[config.mk]
export PLATFORM = sky130hd
export DESIGN_NAME = llcc_div
export DESIGN_NICKNAME = d
export VERILOG_FILES = /design/src/hw/rtl/llcc_pkg.sv /design/src/hw/rtl/llcc_div.sv
export SDC_FILE = /design/constraint.sdc
export NUM_CORES = 1
export LEC_CHECK = 0
export BUFFER_PORTS_ARGS = -buffer_cell sky130_fd_sc_hd__buf_2
export CORE_ASPECT_RATIO = 0.75
export CORE_MARGIN = 4
export CORE_UTILIZATION = 30
export CTS_CLUSTER_DIAMETER = 50
export DETAILED_ROUTE_END_ITERATION = 7
export PLACE_DENSITY = 0.48
export SLEW_MARGIN = 20
export SYNTH_ARGS = -nofsm -noshare
export SYNTH_HDL_FRONTEND = slang
export SYNTH_SLANG_ARGS = --single-unit
export TNS_END_PERCENT = 1
[constraint.sdc]
create_clock -name clk -period 5 [get_ports clk]
set_input_delay 0.25 -clock clk [delete_from_list [all_inputs] [get_ports clk]]
set_output_delay 0.25 -clock clk [all_outputs]
set_load 0.01 [all_outputs]
[src/hw/rtl/llcc_pkg.sv]
`timescale 1ns / 1ps
// ----------------------------------------------------------------------------
// llcc_pkg
// Shared types and constants for the laser line column centroid unit.
// ----------------------------------------------------------------------------
package llcc_pkg;

  localparam int MAX_COLUMNS = 1024;
  localparam int MAX_ROWS    = 1024;
  localparam int PIXEL_BITS  = 16;
  localparam int COL_BITS    = $clog2(MAX_COLUMNS);
  localparam int ROW_BITS    = $clog2(MAX_ROWS);
  localparam int DIM_BITS    = 11;
  localparam int LEN_BITS    = ROW_BITS + 1;
  localparam int SUM_BITS    = PIXEL_BITS + ROW_BITS;
  localparam int WSUM_BITS   = PIXEL_BITS + 2 * ROW_BITS;
  localparam int FRAC_BITS   = 8;
  localparam int CEN_BITS    = ROW_BITS + FRAC_BITS;

  localparam logic [1:0] REG_WIDTH     = 2'd0;
  localparam logic [1:0] REG_HEIGHT    = 2'd1;
  localparam logic [1:0] REG_THRESHOLD = 2'd2;

  typedef struct packed {
    logic                 run_open;
    logic [ROW_BITS-1:0]  run_start;
    logic [SUM_BITS-1:0]  run_sum;
    logic [WSUM_BITS-1:0] run_wsum;
    logic                 best_found;
    logic [ROW_BITS-1:0]  best_first;
    logic [ROW_BITS-1:0]  best_last;
    logic [LEN_BITS-1:0]  best_len;
    logic [SUM_BITS-1:0]  best_sum;
    logic [WSUM_BITS-1:0] best_wsum;
  } col_state_t;

endpackage

[src/hw/rtl/llcc_div.sv]
`timescale 1ns / 1ps
// ----------------------------------------------------------------------------
// llcc_div
// Restoring divider, one quotient bit per cycle: (wsum << 8) / sum.
// ----------------------------------------------------------------------------
module llcc_div
  import llcc_pkg::*;
(
  input  logic                 clk,
  input  logic                 rst,
  input  logic                 start,
  input  logic [WSUM_BITS-1:0] dividend,
  input  logic [SUM_BITS-1:0]  divisor,
  output logic                 done,
  output logic [CEN_BITS-1:0]  quotient
);

  localparam int LOW_BITS = WSUM_BITS + FRAC_BITS - SUM_BITS;

  logic                busy;
  logic [4:0]          count;
  logic [SUM_BITS-1:0] rem;
  logic [LOW_BITS-1:0] low;
  logic [SUM_BITS-1:0] dvs;
  logic [SUM_BITS:0]   trial;

  // quotient < 2^CEN_BITS, so the top part of the dividend is already below divisor
  assign trial = {rem, low[LOW_BITS-1]};

  always_ff @(posedge clk) begin
    if (rst) begin
      busy <= 1'b0;
      done <= 1'b0;
    end else begin
      done <= 1'b0;
      if (start) begin
        busy     <= 1'b1;
        count    <= 5'(CEN_BITS);
        rem      <= dividend[WSUM_BITS-1 -: SUM_BITS];
        low      <= {dividend[LOW_BITS-FRAC_BITS-1:0], {FRAC_BITS{1'b0}}};
        dvs      <= divisor;
        quotient <= '0;
      end else if (busy) begin
        if (trial >= {1'b0, dvs}) begin
          rem      <= SUM_BITS'(trial - {1'b0, dvs});
          quotient <= {quotient[CEN_BITS-2:0], 1'b1};
        end else begin
          rem      <= trial[SUM_BITS-1:0];
          quotient <= {quotient[CEN_BITS-2:0], 1'b0};
        end
        low   <= {low[LOW_BITS-2:0], 1'b0};
        count <= count - 5'd1;
        if (count == 5'd1) begin
          busy <= 1'b0;
          done <= 1'b1;
        end
      end
    end
  end

endmodule

Word-level counts from Yosys, hierarchy flattened
Index checks and enable logic that the tools add are counted.
- add/sub/neg operators: 2
- order comparisons: 1
- equal/unequal tests: 1
- multiplexer cells: 12
- bitwise logic cells: 2
- reduce and logical (&&, ||, !) cells: 4
- operators by type and width (kind ; count):
    2-to-1 mux 26 bit ; 3
    2-to-1 mux 18 bit ; 3
    greater-or-equal comparator 27 x 26 -> 1 bit ; 1
    subtractor 26 bit ; 1
    equality test 5 x 1 -> 1 bit (second input constant) ; 1
    2-to-1 mux 1 bit ; 5
    2-to-1 mux 5 bit ; 1
    subtractor 5 x 1 -> 5 bit (second input constant) ; 1
    AND reduction 2 bit ; 2
    OR reduction 3 bit ; 1
    inverter 1 bit ; 2
    nonzero test 2 bit ; 1
- flip-flop bits (word level): 94
- bits of input ports: 65
- output and inout port bits: 19
- word-level logic and storage cells: 30

Longest topological paths before layout
- word-level depth: 4
- mapped depth: 13

Worst setup path before layout
Ideal clock, no wire load.
- path type: input to register
- start point: in start
- end point: reg count[0] (enable)
- setup time: 477 ps
- arrival: 3112 ps
- data required time: 4523 ps
- path slack: 1411 ps
- stages on the path: 3
- cell sequence: clkbuf_1 > nor2_1 > nor2_1
- cells in the longest elaborated chain, start to end: 2
- RTL lines (what ; RTL line ; source):
    from (decl) ; llcc_div.sv:11 ; input logic start,
    nonzero test 2 bit (no line) ; - ;
    AND reduction 2 bit (no line) ; - ;
    to (signal assigned) ; llcc_div.sv:38 ; count <= 5'(CEN_BITS);
    to (signal assigned) ; llcc_div.sv:52 ; count <= count - 5'd1;
    to (decl) ; llcc_div.sv:21 ; logic [4:0] count;
No other way between the ends.
A chain may end at the register's enable or synchronous reset.

Worst setup path in the final report
- start point: reg rem[19]
- end point: reg rem[0], data pin
- cells in the longest elaborated chain, start to end: 4
- RTL lines (what ; RTL line ; source):
    from (decl) ; llcc_div.sv:22 ; logic [SUM_BITS-1:0] rem;
    from (signal assigned) ; llcc_div.sv:39 ; rem <= dividend[WSUM_BITS-1 -: SUM_BITS];
    from (signal assigned) ; llcc_div.sv:45 ; rem <= SUM_BITS'(trial - {1'b0, dvs});
    from (signal assigned) ; llcc_div.sv:48 ; rem <= trial[SUM_BITS-1:0];
    greater-or-equal comparator 27 x 26 -> 1 bit ; llcc_div.sv:44 ; if (trial >= {1'b0, dvs}) begin
    2-to-1 mux 26 bit ; llcc_div.sv:44 ;
    2-to-1 mux 26 bit ; llcc_div.sv:43 ; end else if (busy) begin
    2-to-1 mux 26 bit ; llcc_div.sv:36 ; if (start) begin
No other way between the ends. The select of a mux whose other input is x is not followed.

==> results.sh <==
export IMPL_crit_path_max_fanout=15
export IMPL_final_setup_tns_ns=0
export IMPL_fmax_mhz=295.4
export IMPL_clock_path_buffers=2
export IMPL_leakagePower_uw=0.002399
export IMPL_syn_nets=540
export IMPL_synth_seq_cells=87
export IMPL_die_x_um=155.6
export IMPL_drc=0
export IMPL_p_int_uw=1393
export IMPL_maxCapViolCount=0
export IMPL_ys_warn_count=0
export IMPL_vdd_drop_max_uv=135.2
export IMPL_path_class="reg -> reg"
export IMPL_fin_ws_ns=1.615
export IMPL_clk_latency_ns=0.35
export IMPL_yosysTopAreaCell="edfxtp_1"
export IMPL_design_die_area_mm2=0.01848
export IMPL_slew_headroom_pct=34.57
export IMPL_syn_area_mm2=0.004903
export IMPL_reg2reg_setup_slack_ns=1.62
export IMPL_yosysTopAreaCellShare_pct=52.05
export IMPL_synthTopCellsByArea="edfxtp_1 52%, ha_1 7.1%, nand2_1 3.2%, nor2_1 2.8%, inv_1 2.7%"
export IMPL_critPathMostFrequentCell="o21ai_0"
export IMPL_ys_types=55
export IMPL_worst_path_buf_inv=1
export IMPL_hold_class="in -> reg"
export IMPL_grt_pass1_wl_um=19510
export IMPL_rows=40
export IMPL_fin_util_pct=36.27
export IMPL_io_buffers=83
export IMPL_power_density_mw_per_mm2=337.7
export IMPL_grtUsageTotal_pct=13.42
export IMPL_synth_edff_count=85
export IMPL_cts_tree="done"
export IMPL_async_flop_share_pct=0
export IMPL_worstMarginPinSlew_ns=0.9791
export IMPL_slowest_delay_ns=0.61
export IMPL_hold_violations=0
export IMPL_wl_per_cell_um=16.05
export IMPL_skew_ns=0.004990
export IMPL_holdPathStages=1
export IMPL_hold_start="divisor[11]"
export IMPL_clk_pin_slew_worst_paths_ns=0.06
export IMPL_cts_buffers=9
export IMPL_status="finished clean"
export IMPL_clock_sinks=87
export IMPL_clock_root_buffer="clkbuf_16"
export IMPL_power_switching_uw=567.8
export IMPL_final_common_cell="edfxtp_1"
export IMPL_syn2layout_area_growth_pct=18.45
export IMPL_end_kind="register"
export IMPL_ff_latch_area_mm2=0.002592
export IMPL_worstPathRequired_ns=5.10
export IMPL_period_share_pct=67.70
export IMPL_crit_family="compound AO/OA/AOI/OAI gates"
export IMPL_post_cts_resized=0
export IMPL_crit_chain="ha_1, a21oi_1, o21ai_0, o21ai_0, a31oi_1, nor3_1, o21a_1, buf_4, mux2i_1, mux2_2"
export IMPL_dpl_worst_slack_ns=1.637
export IMPL_drt_initial_drc_count=209
export IMPL_drt_total_wl_um=11940
export IMPL_fp_dieH_um=118.7
export IMPL_vias=3562
export IMPL_slew_violations=0
export IMPL_layout_common_cells="85 x edfxtp_1, 83 x buf_2, 42 x nand2_1, 35 x inv_1, 34 x nor2_1"
export IMPL_syn_inst=446
export IMPL_cts_max_level=3
export IMPL_yosys_most_used_dff="edfxtp_1"
export IMPL_top_level_ports=84
export IMPL_postCtsSetupBuffers=0
export IMPL_grt_max_degree=44
export IMPL_layout_nets=624
export IMPL_overflow=0
export IMPL_core_mm2=0.01602
export IMPL_rsz0062_at_grt="no"
export IMPL_antenna_found_initial=0
export IMPL_arrival_ns=3.49
export IMPL_setup_violations=0
export IMPL_cp_slowest_cell="o21a_1"
export IMPL_r2r_start="rem[19]$_DFFE_PP_"
export IMPL_via_per_inst=4.788
export IMPL_initial_core_util_pct=30.62
export IMPL_nFillCells=1645
export IMPL_grt_pass1_vias=3684
export IMPL_power_uw=1961
export IMPL_clkPwrFrac_pct=30.8
export IMPL_gp_congestion=0.8241
export IMPL_r2r_end="rem[0]$_DFFE_PP_"
export IMPL_yosysSeqAreaShare_pct=52.87
export IMPL_seqPwrFrac_pct=45.7
export IMPL_multi_input_area_mm2=0.002115
export IMPL_hold_ws_ns=0.07597
export IMPL_syn_avg_cell_area_um2=10.99
export IMPL_comb_power_share_pct=23.5
export IMPL_cp_start_kind="register"
export IMPL_swShare_pct=28.95
export IMPL_final_antenna_net_count=0
export IMPL_dr_pass1_iters=4
export IMPL_fin_crit_ns=3.385
export IMPL_reg2reg_depth=10
export IMPL_min_to="dvs[11]$_DFFE_PP_"
export IMPL_cts_hold_buf=0
export IMPL_post_dp_hpwl_um=8617
export IMPL_drive_gt1_share_pct=22.28
export IMPL_antenna_cells=0
==> cells in the mapped netlist (4+ instances only) <==
master / instances
inv_1: 35
o21ai_0: 14
mux2_2: 11
o21a_1: 5
ha_1: 28
nor3_1: 9
nand3_1: 10
nand2b_1: 4
or3_1: 4
a31oi_1: 16
a21oi_1: 21
a221o_1: 4
nand2_1: 42
clkbuf_1: 8
xnor2_1: 9
mux2i_1: 4
nor2_1: 36
edfxtp_1: 85
and3_1: 6
a21o_1: 9
and2_1: 5
xor2_1: 10
nor2b_1: 20
==> worst reg2reg max path, delay by kind of cell (launching register included) <==
kind / cells / cell delay, ns
AO/OA/AOI/OAI: 5 / 1.33
adder cells (fa/ha/maj): 1 / 0.37
buffers and inverters: 1 / 0.32
flip-flops: 1 / 0.39
multiplexers: 2 / 0.37
AND/OR/NAND/NOR: 1 / 0.36
==> worst max-delay path by stage <==
stage | from | to | slack, ns | depth (start not counted)
after floorplan | start | count[0]$_SDFFCE_PP0P_ | 1.41 | 3
after global placement | rem[3]$_DFFE_PP_ | rem[1]$_DFFE_PP_ | 1.68 | 10
after detailed placement | rem[19]$_DFFE_PP_ | rem[1]$_DFFE_PP_ | 1.64 | 10
after CTS | rem[19]$_DFFE_PP_ | rem[1]$_DFFE_PP_ | 1.62 | 10
after global routing | rem[19]$_DFFE_PP_ | rem[1]$_DFFE_PP_ | 1.32 | 10
final | rem[19]$_DFFE_PP_ | rem[0]$_DFFE_PP_ | 1.62 | 10
==> power by group through the flow <==
stage               combinational [µW]  clock [µW]  sequential, µW
CTS                                463         634             897
finish                             460         604             897
global placement                   457           0             910
floorplan                          337           0             911
global route                       520         664             902
detailed placement                 459           0             912
==> stage by stage <==
| step | std cells | area (µm²) |
|---|---|---|
| global placement | 729 | 5554 |
| global route | 744 | 5808 |
| detailed placement | 729 | 5554 |
| CTS | 744 | 5808 |
| floorplan | 446 | 4903 |
| finish | 744 | 5808 |
==> final cells by class <==
type / instances / share of cell area [%]
Tap cell: 210 / 4.524
Clock inverter: 6 / 0.4955
Clock buffer: 9 / 3.878
Multi-Input combinational cell: 309 / 36.41
Inverter: 35 / 2.262
Sequential cell: 87 / 44.64
Timing Repair Buffer: 88 / 7.798
==> cell families after synthesis <==
| group | after synthesis | synth area share (%) |
|---|---|---|
| xor+xnor | 19 | 3.394 |
| simple gates | 149 | 15.05 |
| buf+inv | 50 | 4.287 |
| compound gates | 97 | 13.50 |
| fa+ha+maj | 29 | 7.553 |
| flops | 87 | 52.87 |
| mux | 15 | 3.343 |
==> layer usage <==
| metal | GRT usage [%] | up-vias | share of wire, % |
|---|---|---|---|
| li1 | - | 1796 | - |
| met1 | 19.36 | 1687 | 51 |
| met3 | 4.063 | 14 | 4.0 |
| met5 | 0 | - | 0 |
| met2 | 19.54 | 65 | 43 |
| met4 | 3.445 | 0 | 1.3 |
==> flip-flops by register name (all words and copies together), names as in the netlist <==
| signal | count |
|---|---|
| dvs | 26 |
| rem | 26 |
| quotient | 18 |
| low | 10 |
| count | 5 |
| busy | 1 |
| done | 1 |
No activity file was read; power rests on OpenSTA's default activity.
